[config.mk]
export PLATFORM = sky130hd
export DESIGN_NAME = multirotor_motor_mixer_unit
export DESIGN_NICKNAME = d
export VERILOG_FILES = /design/src/design/mmix_pkg.sv /design/src/design/mmix_mix.sv /design/src/design/mmix_limit.sv /design/src/design/multirotor_motor_mixer_unit.sv
export SDC_FILE = /design/constraint.sdc
export NUM_CORES = 1
export LEC_CHECK = 0
export ABC_CLOCK_PERIOD_IN_PS = 20100
export BUFFER_PORTS_ARGS = -buffer_cell sky130_fd_sc_hd__clkbuf_2
export CORE_MARGIN = 1.5
export CORE_UTILIZATION = 30
export DETAILED_ROUTE_END_ITERATION = 8
export SETUP_SLACK_MARGIN = 0.15
export SLEW_MARGIN = 30
export SYNTH_ARGS = -nofsm -noshare
export SYNTH_HDL_FRONTEND = slang
export SYNTH_SLANG_ARGS = --single-unit
[constraint.sdc]
create_clock -name clk -period 20.1 [get_ports clk]
set_input_delay 2.01 -clock clk [delete_from_list [all_inputs] [get_ports clk]]
set_output_delay 2.01 -clock clk [all_outputs]
set_load 0.02 [all_outputs]
[src/design/mmix_pkg.sv]
// ----------------------------------------------------------------------------
// Motor mixer package
// Shared types, register indexes, reset values and the frame sign table.
// ----------------------------------------------------------------------------
package mmix_pkg;

    localparam int MOTOR_COUNT = 4;
    localparam int FRAME_COUNT = 4;
    localparam int AXIS_COUNT  = 3;

    localparam int CMD_W   = 11;
    localparam int CORR_W  = 12;
    localparam int STICK_W = 12;
    localparam int TERM_W  = 13;
    localparam int MIX_W   = 15;
    localparam int LIM_W   = 17;
    localparam int CFG_W   = 12;
    localparam int IDX_W   = 3;

    typedef logic [CMD_W-1:0]          cmd_t;
    typedef logic signed [CORR_W-1:0]  corr_t;
    typedef logic [STICK_W-1:0]        stick_t;
    typedef logic signed [TERM_W-1:0]  term_t;
    typedef logic signed [MIX_W-1:0]   mix_t;
    typedef logic signed [LIM_W-1:0]   lim_t;
    typedef logic signed [1:0]         sign_t;
    typedef logic [IDX_W-1:0]          idx_t;

    localparam idx_t REG_FRAME_TYPE    = 3'd0;
    localparam idx_t REG_YAW_SIGN      = 3'd1;
    localparam idx_t REG_MIN_THROTTLE  = 3'd2;
    localparam idx_t REG_MAX_THROTTLE  = 3'd3;
    localparam idx_t REG_MIN_COMMAND   = 3'd4;
    localparam idx_t REG_MIN_CHECK     = 3'd5;
    localparam idx_t REG_IDLE_STOP     = 3'd6;

    localparam logic [1:0]  RST_FRAME_TYPE    = 2'd1;
    localparam logic [1:0]  RST_YAW_SIGN      = 2'd1;
    localparam cmd_t        RST_MIN_THROTTLE  = 11'd1150;
    localparam cmd_t        RST_MAX_THROTTLE  = 11'd1850;
    localparam cmd_t        RST_MIN_COMMAND   = 11'd1000;
    localparam stick_t      RST_MIN_CHECK     = 12'd1100;
    localparam logic        RST_IDLE_STOP     = 1'b0;

    localparam sign_t SIGN_P = 2'sb01;
    localparam sign_t SIGN_N = 2'sb11;
    localparam sign_t SIGN_Z = 2'sb00;

    // Per frame, per motor: roll, pitch and yaw weights.
    localparam sign_t MIX_SIGN [FRAME_COUNT][MOTOR_COUNT][AXIS_COUNT] = '{
        '{ '{SIGN_Z, SIGN_P, SIGN_N}, '{SIGN_N, SIGN_Z, SIGN_P},
           '{SIGN_P, SIGN_Z, SIGN_P}, '{SIGN_Z, SIGN_N, SIGN_N} },
        '{ '{SIGN_N, SIGN_P, SIGN_N}, '{SIGN_N, SIGN_N, SIGN_P},
           '{SIGN_P, SIGN_P, SIGN_P}, '{SIGN_P, SIGN_N, SIGN_N} },
        '{ '{SIGN_Z, SIGN_P, SIGN_N}, '{SIGN_N, SIGN_N, SIGN_Z},
           '{SIGN_Z, SIGN_P, SIGN_P}, '{SIGN_P, SIGN_N, SIGN_Z} },
        '{ '{SIGN_Z, SIGN_P, SIGN_P}, '{SIGN_N, SIGN_N, SIGN_Z},
           '{SIGN_Z, SIGN_P, SIGN_N}, '{SIGN_P, SIGN_N, SIGN_Z} }
    };

    typedef struct packed {
        logic [1:0] frame_type;
        logic [1:0] yaw_sign;
        cmd_t       min_throttle;
        cmd_t       max_throttle;
        cmd_t       min_command;
        stick_t     min_check;
        logic       idle_stop;
    } cfg_t;

    typedef struct packed {
        cmd_t   throttle_cmd;
        corr_t  roll_correction;
        corr_t  pitch_correction;
        corr_t  yaw_correction;
        stick_t throttle_stick;
        logic   armed;
        logic   baro_hold;
    } sample_t;

    function automatic term_t apply_sign(sign_t s, term_t x);
        term_t r;
        case (s)
            SIGN_P:  r = x;
            SIGN_N:  r = -x;
            default: r = '0;
        endcase
        return r;
    endfunction

endpackage

[src/design/mmix_mix.sv]
// ----------------------------------------------------------------------------
// Motor mixer sum stage
// Weights the corrections by the frame sign table, adds the throttle command
// and finds the largest mixed motor value.
// ----------------------------------------------------------------------------
module mmix_mix (
    input  mmix_pkg::sample_t sample,
    input  mmix_pkg::cfg_t    cfg,
    output mmix_pkg::mix_t    mixed [mmix_pkg::MOTOR_COUNT],
    output mmix_pkg::mix_t    top
);

    mmix_pkg::term_t roll_term;
    mmix_pkg::term_t pitch_term;
    mmix_pkg::term_t yaw_term;
    mmix_pkg::mix_t  thr_term;

    assign roll_term  = mmix_pkg::term_t'(sample.roll_correction);
    assign pitch_term = mmix_pkg::term_t'(sample.pitch_correction);
    // Only the sign bit of the direction register counts.
    assign yaw_term   = cfg.yaw_sign[1] ? -mmix_pkg::term_t'(sample.yaw_correction)
                                        : mmix_pkg::term_t'(sample.yaw_correction);
    assign thr_term   = mmix_pkg::mix_t'({4'b0000, sample.throttle_cmd});

    always_comb
    begin
        for (int i = 0; i < mmix_pkg::MOTOR_COUNT; i++)
        begin
            mixed[i] = thr_term
                + mmix_pkg::mix_t'(mmix_pkg::apply_sign(
                      mmix_pkg::MIX_SIGN[cfg.frame_type][i][0], roll_term))
                + mmix_pkg::mix_t'(mmix_pkg::apply_sign(
                      mmix_pkg::MIX_SIGN[cfg.frame_type][i][1], pitch_term))
                + mmix_pkg::mix_t'(mmix_pkg::apply_sign(
                      mmix_pkg::MIX_SIGN[cfg.frame_type][i][2], yaw_term));
        end
    end

    always_comb
    begin
        top = mixed[0];
        for (int i = 1; i < mmix_pkg::MOTOR_COUNT; i++)
        begin
            if (mixed[i] > top)
            begin
                top = mixed[i];
            end
        end
    end

endmodule

[src/design/mmix_limit.sv]
// ----------------------------------------------------------------------------
// Motor mixer limit stage
// Removes any excess above the maximum throttle, clamps each motor and
// applies the low stick and disarm overrides.
// ----------------------------------------------------------------------------
module mmix_limit (
    input  mmix_pkg::cfg_t    cfg,
    input  mmix_pkg::sample_t sample,
    input  mmix_pkg::mix_t    mixed [mmix_pkg::MOTOR_COUNT],
    input  mmix_pkg::mix_t    top,
    output mmix_pkg::cmd_t    motor [mmix_pkg::MOTOR_COUNT]
);

    mmix_pkg::lim_t lo;
    mmix_pkg::lim_t hi;
    mmix_pkg::lim_t top_l;
    logic           over;
    logic           low_stick;
    mmix_pkg::lim_t v [mmix_pkg::MOTOR_COUNT];

    assign lo        = mmix_pkg::lim_t'({1'b0, cfg.min_throttle});
    assign hi        = mmix_pkg::lim_t'({1'b0, cfg.max_throttle});
    assign top_l     = mmix_pkg::lim_t'(top);
    assign over      = top_l > hi;
    assign low_stick = (sample.throttle_stick < cfg.min_check) && !sample.baro_hold;

    always_comb
    begin
        for (int i = 0; i < mmix_pkg::MOTOR_COUNT; i++)
        begin
            v[i] = mmix_pkg::lim_t'(mixed[i]);
            if (over)
            begin
                v[i] = v[i] - top_l + hi;
            end
            if (v[i] < lo)
            begin
                v[i] = lo;
            end
            else if (v[i] > hi)
            begin
                v[i] = hi;
            end
            motor[i] = v[i][mmix_pkg::CMD_W-1:0];
            if (low_stick)
            begin
                motor[i] = cfg.idle_stop ? cfg.min_command : cfg.min_throttle;
            end
            if (!sample.armed)
            begin
                motor[i] = cfg.min_command;
            end
        end
    end

endmodule

[src/design/multirotor_motor_mixer_unit.sv]
// ----------------------------------------------------------------------------
// Multirotor motor mixer unit
// Mixes one control sample into four motor commands for a four-motor frame.
// ----------------------------------------------------------------------------
// Each input item carries the throttle command, the roll, pitch and yaw
// corrections, the throttle stick, the armed flag and the baro hold flag.
// Each item gives exactly one output item with four motor commands.
// An item is taken into an input register, mixed and limited combinationally,
// and lands in the output register, raising out_valid. A new item is accepted
// in every cycle while in_stall is low. While out_stall is high the output
// item holds; the input register still takes one more item, and in_stall
// rises only once both registers are full. The user must write the
// configuration registers through cfg_write, cfg_index and cfg_data only while
// no item is in flight; the block does not enforce this. Writes to unused
// indexes are dropped. Reset empties both registers and loads the default
// frame (quad X), a positive yaw direction and the default throttle limits.
// ----------------------------------------------------------------------------
module multirotor_motor_mixer_unit (
    input  logic                  clk,
    input  logic                  rst_n,
    input  logic                  cfg_write,
    input  mmix_pkg::idx_t        cfg_index,
    input  logic [mmix_pkg::CFG_W-1:0] cfg_data,
    input  logic                  in_valid,
    output logic                  in_stall,
    input  mmix_pkg::cmd_t        throttle_cmd,
    input  mmix_pkg::corr_t       roll_correction,
    input  mmix_pkg::corr_t       pitch_correction,
    input  mmix_pkg::corr_t       yaw_correction,
    input  mmix_pkg::stick_t      throttle_stick,
    input  logic                  armed,
    input  logic                  baro_hold,
    output logic                  out_valid,
    input  logic                  out_stall,
    output mmix_pkg::cmd_t        motor_a,
    output mmix_pkg::cmd_t        motor_b,
    output mmix_pkg::cmd_t        motor_c,
    output mmix_pkg::cmd_t        motor_d
);

    mmix_pkg::cfg_t    cfg_reg;
    mmix_pkg::sample_t sample_reg;
    logic              s1_valid_reg;
    logic              s1_valid_next;
    logic              out_valid_reg;
    logic              out_valid_next;
    mmix_pkg::cmd_t    motor_reg [mmix_pkg::MOTOR_COUNT];
    mmix_pkg::cmd_t    motor_next [mmix_pkg::MOTOR_COUNT];
    mmix_pkg::mix_t    mixed [mmix_pkg::MOTOR_COUNT];
    mmix_pkg::mix_t    top;
    logic              out_load;
    logic              in_accept;
    logic              s1_advance;

    always_ff @(posedge clk or negedge rst_n)
    begin
        if (!rst_n)
        begin
            cfg_reg.frame_type    <= mmix_pkg::RST_FRAME_TYPE;
            cfg_reg.yaw_sign      <= mmix_pkg::RST_YAW_SIGN;
            cfg_reg.min_throttle  <= mmix_pkg::RST_MIN_THROTTLE;
            cfg_reg.max_throttle  <= mmix_pkg::RST_MAX_THROTTLE;
            cfg_reg.min_command   <= mmix_pkg::RST_MIN_COMMAND;
            cfg_reg.min_check     <= mmix_pkg::RST_MIN_CHECK;
            cfg_reg.idle_stop     <= mmix_pkg::RST_IDLE_STOP;
        end
        else if (cfg_write)
        begin
            unique case (cfg_index)
                mmix_pkg::REG_FRAME_TYPE:    cfg_reg.frame_type    <= cfg_data[1:0];
                mmix_pkg::REG_YAW_SIGN:      cfg_reg.yaw_sign      <= cfg_data[1:0];
                mmix_pkg::REG_MIN_THROTTLE:
                    cfg_reg.min_throttle <= cfg_data[mmix_pkg::CMD_W-1:0];
                mmix_pkg::REG_MAX_THROTTLE:
                    cfg_reg.max_throttle <= cfg_data[mmix_pkg::CMD_W-1:0];
                mmix_pkg::REG_MIN_COMMAND:
                    cfg_reg.min_command  <= cfg_data[mmix_pkg::CMD_W-1:0];
                mmix_pkg::REG_MIN_CHECK:
                    cfg_reg.min_check    <= cfg_data[mmix_pkg::STICK_W-1:0];
                mmix_pkg::REG_IDLE_STOP:     cfg_reg.idle_stop     <= cfg_data[0];
                default:
                begin
                end
            endcase
        end
    end

    assign out_load   = !out_valid_reg || !out_stall;
    assign in_stall   = s1_valid_reg && !out_load;
    assign in_accept  = in_valid && !in_stall;
    assign s1_advance = s1_valid_reg && out_load;

    assign s1_valid_next  = in_accept || (s1_valid_reg && !out_load);
    assign out_valid_next = out_load ? s1_valid_reg : out_valid_reg;

    always_ff @(posedge clk or negedge rst_n)
    begin
        if (!rst_n)
        begin
            s1_valid_reg  <= 1'b0;
            out_valid_reg <= 1'b0;
        end
        else
        begin
            s1_valid_reg  <= s1_valid_next;
            out_valid_reg <= out_valid_next;
        end
    end

    always_ff @(posedge clk)
    begin
        if (in_accept)
        begin
            sample_reg.throttle_cmd     <= throttle_cmd;
            sample_reg.roll_correction  <= roll_correction;
            sample_reg.pitch_correction <= pitch_correction;
            sample_reg.yaw_correction   <= yaw_correction;
            sample_reg.throttle_stick   <= throttle_stick;
            sample_reg.armed            <= armed;
            sample_reg.baro_hold        <= baro_hold;
        end
    end

    mmix_mix u_mix (
        .sample (sample_reg),
        .cfg    (cfg_reg),
        .mixed  (mixed),
        .top    (top)
    );

    mmix_limit u_limit (
        .cfg    (cfg_reg),
        .sample (sample_reg),
        .mixed  (mixed),
        .top    (top),
        .motor  (motor_next)
    );

    always_ff @(posedge clk)
    begin
        if (s1_advance)
        begin
            for (int i = 0; i < mmix_pkg::MOTOR_COUNT; i++)
            begin
                motor_reg[i] <= motor_next[i];
            end
        end
    end

    assign out_valid = out_valid_reg;
    assign motor_a   = motor_reg[0];
    assign motor_b   = motor_reg[1];
    assign motor_c   = motor_reg[2];
    assign motor_d   = motor_reg[3];

endmodule

# == Word level (Yosys, flattened, before mapping) ==
# Memory sizes are Yosys's and may differ from the RTL's.
# Cells that the tools add are included.
# word_totals
mem_bits_rw,44
in_bits,81
mem_count,1
register_bits,113
# memory_table
memory,depth,width,rd,rd_clocked_by_memory_dff,wr,line,rtl
motor_reg,4,11,4,0,4,multirotor_motor_mixer_unit.sv:47,mmix_pkg::cmd_t motor_reg [mmix_pkg::MOTOR_COUNT];
# op_classes
muxes,42
add_sub_neg,24
n_bitwise,1
n_reduce_logical,19
n_lt_le_gt_ge,14
n_eq_ne,30
# op_table
operator,count
case mux 13 bit (2 select lines),12
two-way mux 11 bit,17
adder 17 x 12 -> 17 bit,4
> comparator 17 x 12 -> 1 bit,4
less-than comparator 17 x 12 -> 1 bit,4
two-way mux 17 bit,4
subtractor 15 x 15 -> 16 bit,4
adder 14 x 13 -> 15 bit,4
adder 15 x 13 -> 15 bit,4
adder 12 x 13 -> 14 bit,4
binary-select mux 24 bit (select 2 bit),1
two-way mux 24 bit,2
> comparator 15 bit,3
two-way mux 15 bit,3
negation 12 -> 13 bit,3
== test 2 x 1 -> 1 bit (second input constant),12
== test 2 bit (second input constant),12
> comparator 15 x 12 -> 1 bit,1
AND reduction 2 bit,7
two-way mux 13 bit,1
negation 13 bit,1
less-than comparator 12 bit,1
== test 3 bit (second input constant),3
== test 3 x 2 -> 1 bit (second input constant),2
other kinds (8),17

# == Depth between registers and ports, before layout ==
# logic_depth
word_depth,23
ltp_mapped,104

# == By module ==
# Synthesis repeated with hierarchy kept, for this count alone.
# hier_totals
cells_unflattened,2635
hier_area_um2,23402.4
# modules_own_cells
module,seq_area_each_um2,cells_each,area_per_inst_um2,instances
mmix_limit,0.0,1284,9537.9,1
mmix_mix,0.0,1127,8595.7,1
multirotor_motor_mixer_unit,4486.8,224,5268.8,1

# == Worst setup path before layout ==
# Ideal clock, no wire load.
# synth_path
path_kind,register to register
start,register sample_reg[16] (netlist bit)
end,"memory motor_reg[0][9] (netlist bit), data pin"
n_path_buf,12
stages_incl_launch_ff,96
t_arrival_ns,17.975
setup_slack_ns,1.945
required_time_ns,19.920
setup_time_ns,0.180
path_cell_list,edfxtp_1 clkbuf_1 or3_1 o31ai_1 xor2_1 and4_1 nor2_1 xor2_1 fa_1 fa_1 inv_1 ha_1 nand3_1 o22ai_1 nor2_1 o21ai_0 xor2_1 inv_1 (+60 left out) o21a_1 o21a_1 o21ai_0 nand2b_1 a21oi_1 nor2b_1 o21ai_0 nand2b_1 a21oi_1 nor2b_1 o21ai_0 inv_1 o32ai_1 a21boi_0 o21ai_1 buf_4 mux2i_1 a221oi_1
# synth_lines
item,line,rtl
start: declaration,multirotor_motor_mixer_unit.sv:42,mmix_pkg::sample_t sample_reg;
end: declaration,multirotor_motor_mixer_unit.sv:47,

==> flow_metrics.py <==
metrics = {
    "status": {
        "status": "finished clean",
    },
    "detailed_routing": {
        "finalWirelength_um": 80480,
        "vias": 21101,
        "drc": 0,
        "drtIter0Drc": 1884,
        "ant_nets": 0,
        "firstDrtPassIters": 8,
        "wire_per_inst_um": 20.79,
        "routed_via_density": 5.451,
    },
    "floorplanning": {
        "die_h_um": 283.0,
        "die_w_um": 283.0,
        "die_area_mm2": 0.08010,
        "initial_core_util_pct": 30.32,
        "core_area_mm2": 0.07759,
        "boundaryPins": 127,
        "row_count": 102,
    },
    "timing": {
        "maxSlewHeadroom_pct": 30.11,
        "fin_crit_ns": 18.90,
        "hold_viol_final": 0,
        "fmax_mhz": 52.91,
        "rsz0062_at_grt": "true",
        "final.setup.tns_ns": 0,
        "slew_violations": 0,
        "fin_crit_sh_pct": 94.03,
        "setup_viol": 0,
        "timing.hold.ws_ns": 0.4933,
        "tightest_slew_ns": 1.041,
        "fin_skew_ns": 0.03724,
    },
    "worst_hold_path": {
        "hold_depth": 1,
        "hold_class": "reg -> reg",
    },
    "critical_path": {
        "cp-end-kind": "flop",
        "start_kind": "flop",
        "ff2ff_setup_slack_ns": 1.20,
        "critPathMaxStageDelay_ns": 0.57,
        "cp.required_ns": 20.36,
        "cp_max_fo": 18,
        "slowest_stage": "or4_4",
        "r2r_cells": 79,
        "critPathKind": "reg -> reg",
        "crit_arrival_ns": 19.16,
    },
    "yosys": {
        "yosysWarnings": 0,
        "synth_edf_count": 105,
        "synth_seq_area_share_pct": 18.96,
        "synthesis.nets": 3167,
        "ys_types": 118,
        "ys.flop_type": "edfxtp_1",
        "syn-cell-area_mm2": 0.02352,
        "ys_async_sr_fraction_pct": 32.69,
        "synthCells": 2685,
        "ys_ff_latch": 156,
        "syn_area_per_cell_um2": 8.761,
    },
    "place": {
        "globalplace.congestion": 0.9788,
        "dp_cells": 3827,
        "place_hpwl_um": 66080,
        "port_buffers": 126,
    },
    "clock_tree": {
        "clk_path_buf_depth": 2,
        "cts_tree": "done",
        "clkSlewWorstSetupHoldPaths_ns": 0.08,
        "cts_root_buf": "clkbuf_16",
        "clock-sinks": 156,
        "cts_buffers": 17,
        "postCtsHoldBufs": 0,
        "clk_latency_ns": 0.52,
        "h-tree-depth": 4,
    },
    "global_routing": {
        "antenna_found_initial": 2,
        "gr-total-overflow": 0,
        "grt_max_degree": 62,
        "grt_pass1_vias": 20606,
        "grt_use_total_pct": 19.75,
        "grt_pass1_wl_um": 122800,
    },
    "finish": {
        "antenna_cells": 0,
        "drive_gt1_share_pct": 14.09,
        "final_cells": 3871,
        "syn_to_final_growth_pct": 12.09,
        "fin_nets": 3300,
        "largest_reg_flops": 61,
    },
    "flow_run": {
        "max_cap_viol_count": 0,
    },
}
==> final cells by class <==
| class | instances | area (µm²) |
|---|---|---|
| fillers | 8184 | 51230 |
| multi-input cells | 2213 | 18010 |
| flip-flops and latches | 156 | 4461 |
| well taps | 1040 | 1301 |
| repair buffers | 181 | 1069 |
| inverters | 249 | 934.6 |
| clock buffers | 17 | 425.4 |
| clock inverters | 15 | 166.4 |
==> timing repair <==
action / in CTS / in global routing
buffers inserted: 0 / 12
resized for setup: 0 / 39
setup endpoints to repair: 0 / 44
==> cell families after synthesis <==
logic type | share of synthesized area (%)
and+or+nand+nor | 16.94
AOI/OAI and AO/OA | 20.87
adders and majority gates | 24.95
buffers and inverters | 5.255
xor gates and xnor gates | 7.930
DFF | 18.96
muxes | 5.095
==> worst paths after layout <==
path / to / startpoint
min in group asynchronous: cfg_reg[49]$_DFFE_PN0P_ / rst_n
worst max-delay path: motor_reg[2][8]$_DFFE_PP_ / sample_reg[16]$_DFFE_PP_
worst min-delay path: out_valid$_DFFE_PN0N_ / s1_valid_reg$_DFF_PN0_
max in group asynchronous: cfg_reg[23]$_DFFE_PN0P_ / rst_n
worst min register to register: out_valid$_DFFE_PN0N_ / s1_valid_reg$_DFF_PN0_
worst max register to register: motor_reg[2][8]$_DFFE_PP_ / sample_reg[16]$_DFFE_PP_
==> placed cells by master (no fill, tap or decap), types with 34 or more instances in the layout <==
master	Yosys	layout
ha_1	301	300
inv_1	246	246
nand2_1	183	182
nor2_1	171	171
o21ai_0	172	156
a21oi_1	154	151
xnor2_1	144	138
clkbuf_2	0	126
edfxtp_1	105	105
fa_1	100	100
nand2b_1	68	68
nor2b_1	68	68
xor2_1	69	67
a21o_1	62	62
mux2i_1	57	56
buf_4	2	53
nor3_1	46	46
mux2_2	45	45
nand3_1	42	41
a211oi_1	34	34
==> per-stage QoR <==
step / worst slack, ns / util, % / area (µm²)
after CTS: 0.2489 / 33.69 / 26140
after global placement: 0.6176 / 32.90 / 25530
after global routing: -0.03202 / 33.98 / 26370
after floorplan: 1.945 / - / 23520
after detailed placement: 0.2424 / 32.93 / 25550
final: 1.199 / 33.98 / 26370
==> worst max-delay path, delay by kind of cell, from the launching register on <==
family / cells / cell delay, ns
AO/OA/AOI/OAI: 28 / 6.21
XOR/XNOR: 5 / 1.27
adder cells (fa/ha/maj): 11 / 3.62
buffers and inverters: 5 / 0.48
flip-flops: 1 / 0.52
multiplexers: 3 / 0.95
AND/OR/NAND/NOR: 27 / 5.58
==> per-layer routing <==
metal,track usage [%],routed length [µm]
met5,0,0
met3,2.987,4987
met1,26.18,35780
met2,31.86,36360
met4,8.414,3352
==> synth_stat cells, types with 49 or more instances <==
library cell / instances / area (µm²)
a21o_1: 62 / 465.5
nand2b_1: 68 / 425.4
mux2i_1: 57 / 570.6
fa_1: 100 / 2002
nor2_1: 171 / 641.9
nor2b_1: 68 / 425.4
ha_1: 301 / 3766
xor2_1: 69 / 604.3
xnor2_1: 144 / 1261
inv_1: 246 / 923.4
clkbuf_1: 49 / 183.9
edfxtp_1: 105 / 3153
o21ai_0: 172 / 860.8
nand2_1: 183 / 686.9
a21oi_1: 154 / 770.7
Power is left out: the tool's default activity adds up to more than one toggle a clock period on the data nets, which glitch-free logic cannot reach.
